**src/hdl/lot_pkg.sv**
```systemverilog
`timescale 1ns / 1ps
// ----------------------------------------------------------------------------
// LRU order tracker package
// Shared types, operation and status codes for the recency list.
// ----------------------------------------------------------------------------
package lot_pkg;

   localparam int SLOT_W        = 6;
   localparam int PTR_W         = 7;
   localparam int COUNT_W       = 32;
   localparam int SLOTS_DEFAULT = 64;

   typedef enum logic [1:0] {
      FUNC_TOUCH  = 2'd0,
      FUNC_INSERT = 2'd1,
      FUNC_REMOVE = 2'd2,
      FUNC_EVICT  = 2'd3
   } func_type;

   typedef enum logic [1:0] {
      STATUS_OK    = 2'd0,
      STATUS_STATE = 2'd1,
      STATUS_EMPTY = 2'd2
   } status_type;

   typedef struct packed {
      func_type            func;
      logic [SLOT_W-1:0]   slot;
   } req_type;

   typedef struct packed {
      status_type          status;
      logic                victim_valid;
      logic [SLOT_W-1:0]   victim_slot;
      logic [PTR_W-1:0]    head_slot;
      logic [PTR_W-1:0]    tail_slot;
      logic [PTR_W-1:0]    list_length;
      logic [COUNT_W-1:0]  eviction_total;
   } rsp_type;

   typedef struct packed {
      logic busy;
      logic move;
   } core_stat_type;

endpackage

```
**src/hdl/lru_order_tracker.sv**
```systemverilog
`timescale 1ns / 1ps
// ----------------------------------------------------------------------------
// LRU order tracker
// Recency list over a pool of slots with touch, insert, remove and evict.
// ----------------------------------------------------------------------------
// Requests arrive on the req_ channel as an operation and a slot; each request
// yields exactly one response on the rsp_ channel with the status, the victim
// of an evict, the new head and tail, the list length and the eviction total.
// Both channels use a valid/ready handshake and a transfer happens when both
// are high at a rising clock edge.
// The link memories are read at the edge that accepts a request; the list is
// updated and the response is registered together, at the edge at which the
// update stage advances, which it does once the response register is empty
// or rsp_ready takes the waiting response; rsp_valid then rises.
// One request is taken per cycle unless held off. A touch that moves a slot
// to the front needs two link writes per memory, so it holds off the next
// request as it advances. The response register lets the next request enter
// while a response waits; once both the response register and the update
// stage are full, req_ready drops until rsp_ready takes the waiting response.
// Reset empties the list and clears the counters and the linked marks at once;
// the link memories need no clearing, so requests are taken right after reset.
// ----------------------------------------------------------------------------
module lru_order_tracker #(
   parameter int SLOTS = lot_pkg::SLOTS_DEFAULT
) (
   input  logic             clock,
   input  logic             reset,
   input  logic             req_valid,
   output logic             req_ready,
   input  lot_pkg::req_type req_payload,
   output logic             rsp_valid,
   input  logic             rsp_ready,
   output lot_pkg::rsp_type rsp_payload
);

   lot_pkg::core_stat_type core_stat;
   lot_pkg::rsp_type       result;
   lot_pkg::rsp_type       rsp_payload_ff;
   logic                   rsp_valid_ff;
   logic                   adv_en;
   logic                   acc_en;

   assign adv_en    = core_stat.busy && (!rsp_valid_ff || rsp_ready);
   assign req_ready = (!core_stat.busy || adv_en) && !(adv_en && core_stat.move);
   assign acc_en    = req_valid && req_ready;

   lot_core #(.SLOTS(SLOTS)) u_core (
      .clock     (clock),
      .reset     (reset),
      .acc_en    (acc_en),
      .req_item  (req_payload),
      .adv_en    (adv_en),
      .core_stat (core_stat),
      .result    (result)
   );

   always_ff @(posedge clock) begin
      if (reset) begin
         rsp_valid_ff <= 1'b0;
      end else if (adv_en) begin
         rsp_valid_ff <= 1'b1;
      end else if (rsp_ready) begin
         rsp_valid_ff <= 1'b0;
      end
   end

   always_ff @(posedge clock) begin
      if (adv_en) begin
         rsp_payload_ff <= result;
      end
   end

   assign rsp_valid   = rsp_valid_ff;
   assign rsp_payload = rsp_payload_ff;

endmodule

```
**src/hdl/lot_ram.sv**
```systemverilog
`timescale 1ns / 1ps
// ----------------------------------------------------------------------------
// Generic single-port-write RAM
// One write port and one read port with a registered read.
// ----------------------------------------------------------------------------
module lot_ram #(
   parameter int WIDTH = 8,
   parameter int DEPTH = 64
) (
   input  logic                     clock,
   input  logic                     wr_en,
   input  logic [$clog2(DEPTH)-1:0] wr_addr,
   input  logic [WIDTH-1:0]         wr_data,
   input  logic                     rd_en,
   input  logic [$clog2(DEPTH)-1:0] rd_addr,
   output logic [WIDTH-1:0]         rd_data
);

   logic [WIDTH-1:0] mem [DEPTH];
   logic [WIDTH-1:0] rd_data_ff;

   always_ff @(posedge clock) begin
      if (wr_en) begin
         mem[wr_addr] <= wr_data;
      end
      if (rd_en) begin
         rd_data_ff <= mem[rd_addr];
      end
   end

   assign rd_data = rd_data_ff;

endmodule

```
**src/hdl/lot_core.sv**
```systemverilog
`timescale 1ns / 1ps
// ----------------------------------------------------------------------------
// LRU order tracker list core
// Link memories, head and tail pointers, counters and the update, with a second write pass for a move to the front.
// ----------------------------------------------------------------------------
module lot_core #(
   parameter int SLOTS = lot_pkg::SLOTS_DEFAULT
) (
   input  logic                   clock,
   input  logic                   reset,
   input  logic                   acc_en,
   input  lot_pkg::req_type       req_item,
   input  logic                   adv_en,
   output lot_pkg::core_stat_type core_stat,
   output lot_pkg::rsp_type       result
);

   localparam int IDX_W = $clog2(SLOTS);
   localparam int PW    = lot_pkg::PTR_W;
   localparam int SW    = lot_pkg::SLOT_W;
   localparam int CW    = lot_pkg::COUNT_W;
   localparam logic [PW-1:0] NIL = PW'(SLOTS);

   logic                 s1_valid_ff;
   lot_pkg::func_type    s1_func_ff;
   logic [SW-1:0]        s1_slot_ff;
   logic [PW-1:0]        head_ff;
   logic [PW-1:0]        tail_ff;
   logic [PW-1:0]        length_ff;
   logic [CW-1:0]        evict_ff;
   logic [SLOTS-1:0]     mark_ff;
   logic                 fix_ff;
   logic [PW-1:0]        fix_slot_ff;
   logic [PW-1:0]        fix_head_ff;
   logic                 byp_prev_hit_ff;
   logic [PW-1:0]        byp_prev_ff;
   logic                 byp_next_hit_ff;
   logic [PW-1:0]        byp_next_ff;

   logic [PW-1:0]        prev_rd;
   logic [PW-1:0]        next_rd;
   logic [PW-1:0]        rd_ptr;
   logic [IDX_W-1:0]     rd_idx;
   logic [PW-1:0]        tail_rd;

   logic [PW-1:0]        prev_link;
   logic [PW-1:0]        next_link;
   logic [PW-1:0]        slot_ptr;
   logic                 in_range;
   logic                 linked;
   logic [PW-1:0]        tgt_ptr;
   logic [PW-1:0]        up_ptr;
   logic [PW-1:0]        dn_ptr;
   logic                 do_unlink;
   logic                 do_link;
   logic                 do_move;

   logic [PW-1:0]        head_nx;
   logic [PW-1:0]        tail_nx;
   logic [PW-1:0]        length_nx;
   logic [CW-1:0]        evict_nx;
   lot_pkg::status_type  status_nx;
   logic                 victim_nx;
   logic [SW-1:0]        victim_slot_nx;
   logic                 mark_we;
   logic                 mark_val;

   logic                 s1_prev_we;
   logic [PW-1:0]        s1_prev_addr;
   logic [PW-1:0]        s1_prev_data;
   logic                 s1_next_we;
   logic [PW-1:0]        s1_next_addr;
   logic [PW-1:0]        s1_next_data;

   logic                 prev_we;
   logic [IDX_W-1:0]     prev_waddr;
   logic [PW-1:0]        prev_wdata;
   logic                 next_we;
   logic [IDX_W-1:0]     next_waddr;
   logic [PW-1:0]        next_wdata;

   lot_ram #(.WIDTH(PW), .DEPTH(SLOTS)) u_prev_ram (
      .clock   (clock),
      .wr_en   (prev_we),
      .wr_addr (prev_waddr),
      .wr_data (prev_wdata),
      .rd_en   (acc_en),
      .rd_addr (rd_idx),
      .rd_data (prev_rd)
   );

   lot_ram #(.WIDTH(PW), .DEPTH(SLOTS)) u_next_ram (
      .clock   (clock),
      .wr_en   (next_we),
      .wr_addr (next_waddr),
      .wr_data (next_wdata),
      .rd_en   (acc_en),
      .rd_addr (rd_idx),
      .rd_data (next_rd)
   );

   always_comb begin
      prev_link = byp_prev_hit_ff ? byp_prev_ff : prev_rd;
      next_link = byp_next_hit_ff ? byp_next_ff : next_rd;
      slot_ptr  = PW'(s1_slot_ff);
      in_range  = slot_ptr < NIL;
      linked    = in_range && mark_ff[s1_slot_ff[IDX_W-1:0]];
      tgt_ptr   = (s1_func_ff == lot_pkg::FUNC_EVICT) ? tail_ff : slot_ptr;
      // The head's back link and the tail's forward link are never trusted.
      up_ptr    = (tgt_ptr == head_ff) ? NIL : prev_link;
      dn_ptr    = (tgt_ptr == tail_ff) ? NIL : next_link;

      do_unlink      = 1'b0;
      do_link        = 1'b0;
      do_move        = 1'b0;
      status_nx      = lot_pkg::STATUS_OK;
      victim_nx      = 1'b0;
      victim_slot_nx = '0;
      length_nx      = length_ff;
      evict_nx       = evict_ff;
      mark_we        = 1'b0;
      mark_val       = 1'b0;

      case (s1_func_ff)
         lot_pkg::FUNC_EVICT: begin
            if (tail_ff != NIL) begin
               do_unlink      = 1'b1;
               victim_nx      = 1'b1;
               victim_slot_nx = tail_ff[SW-1:0];
               evict_nx       = evict_ff + CW'(1);
               length_nx      = length_ff - PW'(1);
               mark_we        = 1'b1;
            end else begin
               status_nx = lot_pkg::STATUS_EMPTY;
            end
         end
         lot_pkg::FUNC_INSERT: begin
            if (!in_range || linked) begin
               status_nx = lot_pkg::STATUS_STATE;
            end else begin
               do_link   = 1'b1;
               length_nx = length_ff + PW'(1);
               mark_we   = 1'b1;
               mark_val  = 1'b1;
            end
         end
         lot_pkg::FUNC_REMOVE: begin
            if (!linked) begin
               status_nx = lot_pkg::STATUS_STATE;
            end else begin
               do_unlink = 1'b1;
               length_nx = length_ff - PW'(1);
               mark_we   = 1'b1;
            end
         end
         lot_pkg::FUNC_TOUCH: begin
            if (!linked) begin
               status_nx = lot_pkg::STATUS_STATE;
            end else if (slot_ptr != head_ff) begin
               do_move = 1'b1;
            end
         end
         default: begin
            status_nx = lot_pkg::STATUS_STATE;
         end
      endcase

      head_nx      = head_ff;
      tail_nx      = tail_ff;
      s1_prev_we   = 1'b0;
      s1_prev_addr = dn_ptr;
      s1_prev_data = up_ptr;
      s1_next_we   = 1'b0;
      s1_next_addr = up_ptr;
      s1_next_data = dn_ptr;

      if (do_unlink || do_move) begin
         if (up_ptr != NIL) begin
            s1_next_we = 1'b1;
         end else begin
            head_nx = dn_ptr;
         end
         if (dn_ptr != NIL) begin
            s1_prev_we = 1'b1;
         end else begin
            tail_nx = up_ptr;
         end
      end
      if (do_move) begin
         head_nx = slot_ptr;
      end
      if (do_link) begin
         s1_next_we   = 1'b1;
         s1_next_addr = slot_ptr;
         s1_next_data = head_ff;
         s1_prev_addr = head_ff;
         s1_prev_data = slot_ptr;
         if (head_ff != NIL) begin
            s1_prev_we = 1'b1;
         end else begin
            tail_nx = slot_ptr;
         end
         head_nx = slot_ptr;
      end
   end

   // The second half of a move to the front is written in the following cycle.
   always_comb begin
      if (fix_ff) begin
         prev_we    = 1'b1;
         prev_waddr = fix_head_ff[IDX_W-1:0];
         prev_wdata = fix_slot_ff;
         next_we    = 1'b1;
         next_waddr = fix_slot_ff[IDX_W-1:0];
         next_wdata = fix_head_ff;
      end else begin
         prev_we    = adv_en && s1_prev_we;
         prev_waddr = s1_prev_addr[IDX_W-1:0];
         prev_wdata = s1_prev_data;
         next_we    = adv_en && s1_next_we;
         next_waddr = s1_next_addr[IDX_W-1:0];
         next_wdata = s1_next_data;
      end
   end

   always_comb begin
      tail_rd = adv_en ? tail_nx : tail_ff;
      rd_ptr  = (req_item.func == lot_pkg::FUNC_EVICT) ? tail_rd : PW'(req_item.slot);
      rd_idx  = (rd_ptr < NIL) ? rd_ptr[IDX_W-1:0] : '0;
   end

   always_ff @(posedge clock) begin
      if (reset) begin
         s1_valid_ff <= 1'b0;
         fix_ff      <= 1'b0;
         head_ff     <= NIL;
         tail_ff     <= NIL;
         length_ff   <= '0;
         evict_ff    <= '0;
         mark_ff     <= '0;
      end else begin
         if (acc_en) begin
            s1_valid_ff <= 1'b1;
         end else if (adv_en) begin
            s1_valid_ff <= 1'b0;
         end
         fix_ff <= adv_en && do_move;
         if (adv_en) begin
            head_ff   <= head_nx;
            tail_ff   <= tail_nx;
            length_ff <= length_nx;
            evict_ff  <= evict_nx;
            if (mark_we) begin
               mark_ff[tgt_ptr[IDX_W-1:0]] <= mark_val;
            end
         end
      end
   end

   always_ff @(posedge clock) begin
      if (acc_en) begin
         s1_func_ff      <= req_item.func;
         s1_slot_ff      <= req_item.slot;
         byp_prev_hit_ff <= prev_we && (prev_waddr == rd_idx);
         byp_prev_ff     <= prev_wdata;
         byp_next_hit_ff <= next_we && (next_waddr == rd_idx);
         byp_next_ff     <= next_wdata;
      end
      if (adv_en) begin
         fix_slot_ff <= slot_ptr;
         fix_head_ff <= head_ff;
      end
   end

   assign core_stat.busy = s1_valid_ff;
   assign core_stat.move = s1_valid_ff && do_move;

   assign result.status         = status_nx;
   assign result.victim_valid   = victim_nx;
   assign result.victim_slot    = victim_slot_nx;
   assign result.head_slot      = head_nx;
   assign result.tail_slot      = tail_nx;
   assign result.list_length    = length_nx;
   assign result.eviction_total = evict_nx;

endmodule

```
**config.mk**
```make
export PLATFORM = sky130hd
export DESIGN_NAME = lru_order_tracker
export DESIGN_NICKNAME = d
export VERILOG_FILES = /design/src/hdl/lot_pkg.sv /design/src/hdl/lru_order_tracker.sv /design/src/hdl/lot_ram.sv /design/src/hdl/lot_core.sv
export SDC_FILE = /design/constraint.sdc
export NUM_CORES = 1
export LEC_CHECK = 0
export BUFFER_PORTS_ARGS = -buffer_cell sky130_fd_sc_hd__buf_2
export CORE_ASPECT_RATIO = 0.75
export CORE_MARGIN = 1.5
export CORE_UTILIZATION = 68
export DETAILED_ROUTE_END_ITERATION = 12
export PLACE_DENSITY_LB_ADDON = 0.12
export SLEW_MARGIN = 25
export SYNTH_ARGS = -nofsm -noshare
export SYNTH_HDL_FRONTEND = slang
export SYNTH_HIERARCHICAL = 1
export SYNTH_SLANG_ARGS = --single-unit
```
**constraint.sdc**
```tcl
create_clock -name clock -period 25.8 [get_ports clock]
set_input_delay 5.16 -clock clock [delete_from_list [all_inputs] [get_ports clock]]
set_output_delay 5.16 -clock clock [all_outputs]
set_load 0.1 [all_outputs]
```
==> run metrics, run 1 <==
sequential power share 0.499; Sw Ratio 0.271; max-cap violations 0; crit end category flip-flop; pin count of the biggest net entering global routing 125; FF+latch count, synth 1,129; mapped cell area 0.0474 sq mm; PostCTS Resize Cnt 0; Site Rows 83; top-count cell post-synth edfxtp_1; final WL 119,000 um; met3 wire len 15,400 um; Metal-1 WL 46,400 um; Int Pwr 3.16 mW; Hold Path Class flip-flop to flip-flop; Die Y 232 um; Num Clock Sinks 1,129; area growth from synthesis to layout 9.50%; highest metal used met4; Clock transition at path regs 70 ps; global-route wire length before repair 176,000 um; Synth area leader edfxtp_1; initial antenna violation count 0; switching power 1.18 mW; Final Hold Viols 0; sequential-to-total area share from yosys stat 0.691; drt initial violations 4,326; post-synthesis cell count 2,946; EDFF count, synth 1,009; crit path max fanout 123; post-DR wirelength/cell 29.7 um; power per cell area 83.7 mW/mm^2; layout cells sized above 1 0.186; most common flop cell mapped by yosys edfxtp_1; met2 routed WL 54,300 um; Peak Freq 89.4 MHz; hpwl dp 72,600 um; status complete, no violations; Ports 76; Max Slew Vio Count 0; Worst EP arrival 11,620 ps; Die W 308 um; Clock power frac 0.354; maximum clock insertion buffer count 3; RSZ-0062 raised after global routing no; Mean Syn Cell Area 16.1 sq um; CTS H-tree depth 3; syn_nets 2,961; RePlAce Congestion 0.947; final setup violation count 0; Tightest Pin Transition 1040 ps; top cells by count, synth edfxtp_1, nor2_1, mux4_2, dfxtp_1, nand2_1; grt ovf 0; ANT cells 0; CP Class input port to flip-flop; fin crit period 11,180 ps; async set or reset register ratio after synthesis 0; Pre-antenna DRT Iters 9; Worst VDD drop 0.0706 mV; synth top area cells edfxtp_1, mux4_2, dfxtp_1, mux2i_1, nor2_1; Yosys top cell area share 0.640; I/O Buffers 75; vias 28,400; Final nets 3,000; Slew headroom 0.301; Synth cell types 96; CTS tree built; CORE AREA 0.0686 sq mm; static leakage 16.7 nW; Comb pwr share 0.147; number of CTS-inserted buffers 100; Final ANT Viol Nets 0; synth warn 6; worst skew pair latency 680 ps; drt via density 7.09; Starting Density 0.690; total track usage 0.338; Setup Skew 26.4 ps; Placed Cells 3,817; Fill cells 3,897; # hold bufs at CTS 0; DRC violations left 0; CTS Root Cell clkbuf_16; Tcrit/Tclk final 0.433; CP startpoint kind input port; vias in the first global route 26,800; final cell count without fillers 4,003; setup bufs post-CTS 0; Die ar. 0.0712 sq mm; setup TNS 0 ps; CP Data Required Time 26,240 ps
flip-flops by register name (all words and copies together) (netlist names), 32 cells and up:
signal                 cells
u_core/u_next_ram/mem    448
u_core/mark_ff            64
u_core/u_prev_ram/mem    448
rsp_payload               62
u_core/evict_ff           32
kinds of logic after synthesis:
group                    share of synthesized area
AND/OR/NAND/NOR                             0.0741
XOR/XNOR                                    0.0141
adder cells (fa/ha/maj)                   0.000793
AO/OA/AOI/OAI                               0.0643
multiplexers                                 0.132
buffers and inverters                       0.0242
flip-flops                                   0.691
worst max-delay path: stages:
cell	delay [ps]
buf_2	100
nor2b_1	250
nor2_4	70
buf_12	280
inv_1	460
a221o_1	230
a211oi_4	90
nor2_1	380
nand2_1	190
nand2_4	370
buf_4	750
buf_4	850
buf_6	660
mux4_2	580
a22oi_1	490
a41oi_1	240
a41o_1	250
worst paths after layout:
path                             start                      endpoint  slack (ps)  depth (start not counted)
setup / recovery             rsp_ready  u_core/u_next_ram/rd_data[0]       14620                         17
hold / removal      u_core/mark_ff[10]            u_core/mark_ff[10]         470                          2
hold reg to reg     u_core/mark_ff[10]            u_core/mark_ff[10]         470                          2
setup reg to reg  u_core/s1_func_ff[0]  u_core/u_next_ram/rd_data[0]       17870                         16
power groups by stage:
stage / Clock (mW) / Sequential, mW / Combinational, mW
CTS: 1.55 / 2.17 / 0.630
floorplan: 0 / 2.28 / 0.351
finish: 1.54 / 2.17 / 0.639
global route: 1.62 / 2.17 / 0.672
detailed placement: 0 / 2.21 / 0.625
global placement: 0 / 2.20 / 0.610
cell type report:
cell class,instances,area (sq um),area share
Clock buffer,118,2660,0.0514
Multi-Input combinational cell,1592,13700,0.264
Sequential cell,1129,32700,0.631
Clock inverter,67,727,0.0140
Inverter,42,158,0.00304
Tap cell,935,1170,0.0226
Timing Repair Buffer,120,761,0.0147
cells in the final DEF, fill, tap and decap left out, drive strengths merged, types with 19 or more instances in the layout:
| cell type | synthesis | final |
|---|---|---|
| clkinv | 2 | 49 |
| o21ai | 115 | 115 |
| o221ai | 19 | 19 |
| nand2b | 20 | 20 |
| clkbuf | 93 | 118 |
| o31ai | 31 | 31 |
| inv | 40 | 44 |
| o22ai | 34 | 34 |
| mux2i | 105 | 105 |
| nand4 | 21 | 21 |
| edfxtp | 1009 | 1009 |
| and3 | 19 | 19 |
| buf | 90 | 120 |
| nand3 | 61 | 61 |
| a22oi | 28 | 28 |
| nor3 | 28 | 28 |
| a211oi | 25 | 25 |
| nor2 | 277 | 277 |
| dfxtp | 120 | 120 |
| nand2 | 115 | 115 |
| a21oi | 115 | 115 |
| xor2 | 59 | 59 |
| or3 | 82 | 82 |
| mux4 | 224 | 224 |
layer usage:
| layer | vias to the layer above | track usage |
|---|---|---|
| li1 | 11800 | - |
| met1 | 14300 | 0.508 |
| met2 | 2039 | 0.505 |
| met3 | 241 | 0.0895 |
| met4 | 0 | 0.0824 |
| met5 | - | 0 |
metrics by stage:
| step | total power [mW] | area, sq um | hold slack, ps | utilization | setup WS [ps] |
|---|---|---|---|---|---|
| finish | 4.34 | 51900 | 475 | 0.755 | 14620 |
| floorplan | 2.63 | 47400 | 406 | - | 13840 |
| global route | 4.46 | 51900 | 500 | 0.755 | 14180 |
| detailed placement | 2.83 | 48400 | 466 | 0.705 | 13690 |
| CTS | 4.35 | 51800 | 474 | 0.755 | 14370 |
| global placement | 2.81 | 48400 | 456 | 0.705 | 13750 |
Power figures use the tool's default switching activity.
==> run 2, diff against run 1 <==
--- a/config.mk
+++ b/config.mk
@@ -8,7 +8,7 @@
 export BUFFER_PORTS_ARGS = -buffer_cell sky130_fd_sc_hd__buf_2
 export CORE_ASPECT_RATIO = 0.75
 export CORE_MARGIN = 1.5
-export CORE_UTILIZATION = 68
+export CORE_UTILIZATION = 63
 export DETAILED_ROUTE_END_ITERATION = 12
 export PLACE_DENSITY_LB_ADDON = 0.12
 export SLEW_MARGIN = 25
==> constraint.sdc (replaced) <==
create_clock -name clock -period 11.4 [get_ports clock]
set_input_delay 2.28 -clock clock [delete_from_list [all_inputs] [get_ports clock]]
set_output_delay 2.28 -clock clock [all_outputs]
set_load 0.1 [all_outputs]
==> run 2 against run 1 <==
Net effect: global-route usage down 3.4 points; flip-flop and latch count unchanged; setup slack lost 11000 ps; clock skew increased by 3.0 ps; non-clock buffer count is 3 lower; largest power group unchanged; highest routed layer is now met5; cell count rose by 0.90%; count of clock-buffer cells in the layout rose by 7.
==> run metrics, run 2 (synthesis results as in run 1) <==
area occupied by registers 0.0327 sq mm (unchanged); Final ANT Viol Nets 0 (unchanged); drt via density 6.90 (was 7.09); CP Class input port to flip-flop (unchanged); commonest non-fill, non-tap cell in the layout edfxtp_1 (unchanged); RePlAce Congestion 0.961 (was 0.947); number of CTS-inserted buffers 103 (was 100); Starting Density 0.641 (was 0.690); final setup violation count 0 (unchanged); CORE AREA 0.0739 sq mm (was 0.0686 sq mm); global-route wire length before repair 173,000 um (was 176,000 um); power per cell area 190 mW/mm^2 (was 83.7 mW/mm^2); initial antenna violation count 3 (was 0); CP Data Required Time 11,940 ps (was 26,240 ps); CTS Root Cell clkbuf_16 (unchanged); PostCTS Resize Cnt 0 (unchanged); Hold Path Class flip-flop to flip-flop (unchanged); area growth from synthesis to layout 9.82% (was 9.50%); final WL 115,000 um (was 119,000 um); DP Area 0.0485 sq mm (was 0.0484 sq mm); Pre-antenna DRT Iters 8 (was 9); Crit path max-delay family compound AO/OA/AOI/OAI gates (was buffers and inverters); Die W 320 um (was 308 um); setup bufs post-CTS 0 (unchanged); fin crit period 7450 ps; RSZ-0062 raised after global routing no (unchanged); Clock transition at path regs 60 ps (was 70 ps); CP max stage delay 850 ps (about the same); CTS tree built (unchanged); maximum clock insertion buffer count 3 (unchanged); layout cells sized above 1 0.186 (about the same); Sw Ratio 0.267 (was 0.271); Final nets 3,000 (unchanged); Slew headroom 0.271 (was 0.301); crit path max fanout 139 (was 123); switching power 2.65 mW (was 1.18 mW); hpwl dp 71,100 um (was 72,600 um); crit end category flip-flop (unchanged); Final Hold Viols 0 (unchanged); DRC violations left 0 (unchanged); # hold bufs at CTS 0 (unchanged); Clock power frac 0.360 (was 0.354); Fill cells 4,616 (was 3,897); Worst EP arrival 7990 ps (was 11,620 ps); area of the multi-input gates 0.0137 sq mm (about the same); largest registers u_core/u_next_ram/mem: 448 flops, u_core/u_prev_ram/mem: 448 flops, u_core/mark_ff: 64 flops (unchanged); post-DR wirelength/cell 28.5 um (was 29.7 um); Worst VDD drop 0.185 mV (was 0.0706 mV); Die ar. 0.0768 sq mm (was 0.0712 sq mm); CTS H-tree depth 3 (unchanged); grt ovf 0 (unchanged); Max Slew Vio Count 0 (unchanged); Buf/Inv on CP 4 (was 6); final non-filler cell area 0.0520 sq mm (was 0.0519 sq mm); static leakage 16.8 nW (was 16.7 nW); Die Y 240 um (was 232 um); Comb pwr share 0.144 (was 0.147); max-cap violations 0 (unchanged); crit-path cells buf_2, nor2b_1, nor2_4, buf_4, inv_1, nor2_1, nand2_1, o32ai_1, nor3_1, o41ai_4, buf_12, mux4_2, o22ai_1, a211oi_1, a22o_1 (was buf_2, nor2b_1, nor2_4, buf_12, inv_1, a221o_1, a211oi_4, nor2_1, nand2_1, nand2_4, buf_4, buf_4, buf_6, mux4_2, a22oi_1, a41oi_1, a41o_1); sequential power share 0.496 (was 0.499); vias 27,900 (was 28,400); Tightest Pin Transition 1080 ps (was 1040 ps); Ports 76 (unchanged); Slowest-stage cell, CP a211oi_1 (was buf_4); Site Rows 86 (was 83); pin count of the biggest net entering global routing 140 (was 125); Num Clock Sinks 1,129 (unchanged); Setup Skew 29.4 ps (was 26.4 ps); Tcrit/Tclk final 0.654; status complete, no violations (unchanged); worst skew pair latency 680 ps (about the same); I/O Buffers 75 (unchanged); ANT cells 0 (unchanged); total track usage 0.304 (was 0.338); setup TNS 0 ps (unchanged); CP startpoint kind input port (unchanged); Int Pwr 7.26 mW (was 3.16 mW); Peak Freq 134 MHz; hold slack 473 ps (was 475 ps); commonest cells after routing, fill and taps aside edfxtp_1, nor2_1, mux4_2 (unchanged); drt initial violations 4,103 (was 4,326); vias in the first global route 26,800 (about the same)
-- run 2: changes by cell type in the layout (fill, tap and decap cells not counted), sizes merged --
cell      delta
buf          -3
clkinv       -3
bufinv       +1
inv          -1
clkinvlp     +2
clkbuf       +7
-- run 2: final cells by class --
class,instances,share of cell area
sequential,1129,0.629
multi-input combinational,1592,0.263
clock buffer,125,0.0540
tap,968,0.0233
clock inverter,66,0.0140
timing repair buffer,117,0.0140
inverter,42,0.00303
-- run 2: power by group through the flow --
stage | clock network, mW | logic, mW | registers, mW
after global routing | 3.77 | 1.51 | 4.92
after floorplan | 0 | 0.795 | 5.15
after detailed placement | 0 | 1.41 | 5.00
after global placement | 0 | 1.37 | 5.00
after CTS | 3.62 | 1.41 | 4.91
final | 3.56 | 1.42 | 4.92
-- run 2: worst paths after layout --
check | depth (start not counted) | end | slack, ps | from
worst min-delay path | 2 | u_core/mark_ff[54] | 470 | u_core/mark_ff[54]
worst max register to register | 14 | u_core/u_next_ram/rd_data[0] | 4850 | u_core/s1_func_ff[0]
worst max-delay path | 15 | u_core/u_prev_ram/rd_data[6] | 3950 | rsp_ready
worst min register to register | 2 | u_core/mark_ff[54] | 470 | u_core/mark_ff[54]
-- run 2: worst reg2reg max path, stage by stage, from the launching register on --
cell and delay (ps):
edfxtp_1 780, nand2_1 340, buf_4 300, o31ai_1 730
nand4_2 420, a221o_1 470, a211oi_4 430, nor2_1 240
nand2_1 190, nand2_4 490, buf_4 730, mux4_2 410
a22oi_1 300, a41oi_1 240, a41o_1 270
-- run 2: routing by layer --
metal / global-route usage / share of wire
met1: 0.468 / 0.42
met2: 0.443 / 0.45
met3: 0.0753 / 0.12
met4: 0.0737 / 0.021
met5: 0 / 0.00011
-- run 2: per-stage QoR --
step | std cells | setup WS, ps | util | power [mW]
2_1_floorplan | 2946 | 2320 | - | 5.95
3_3_place_gp | 3848 | 3660 | 0.655 | 6.36
3_5_place_dp | 3848 | 3480 | 0.656 | 6.41
4_1_cts | 4039 | 4160 | 0.703 | 9.94
5_1_grt | 4039 | 3810 | 0.703 | 10.2
6_report | 4039 | 3950 | 0.703 | 9.90
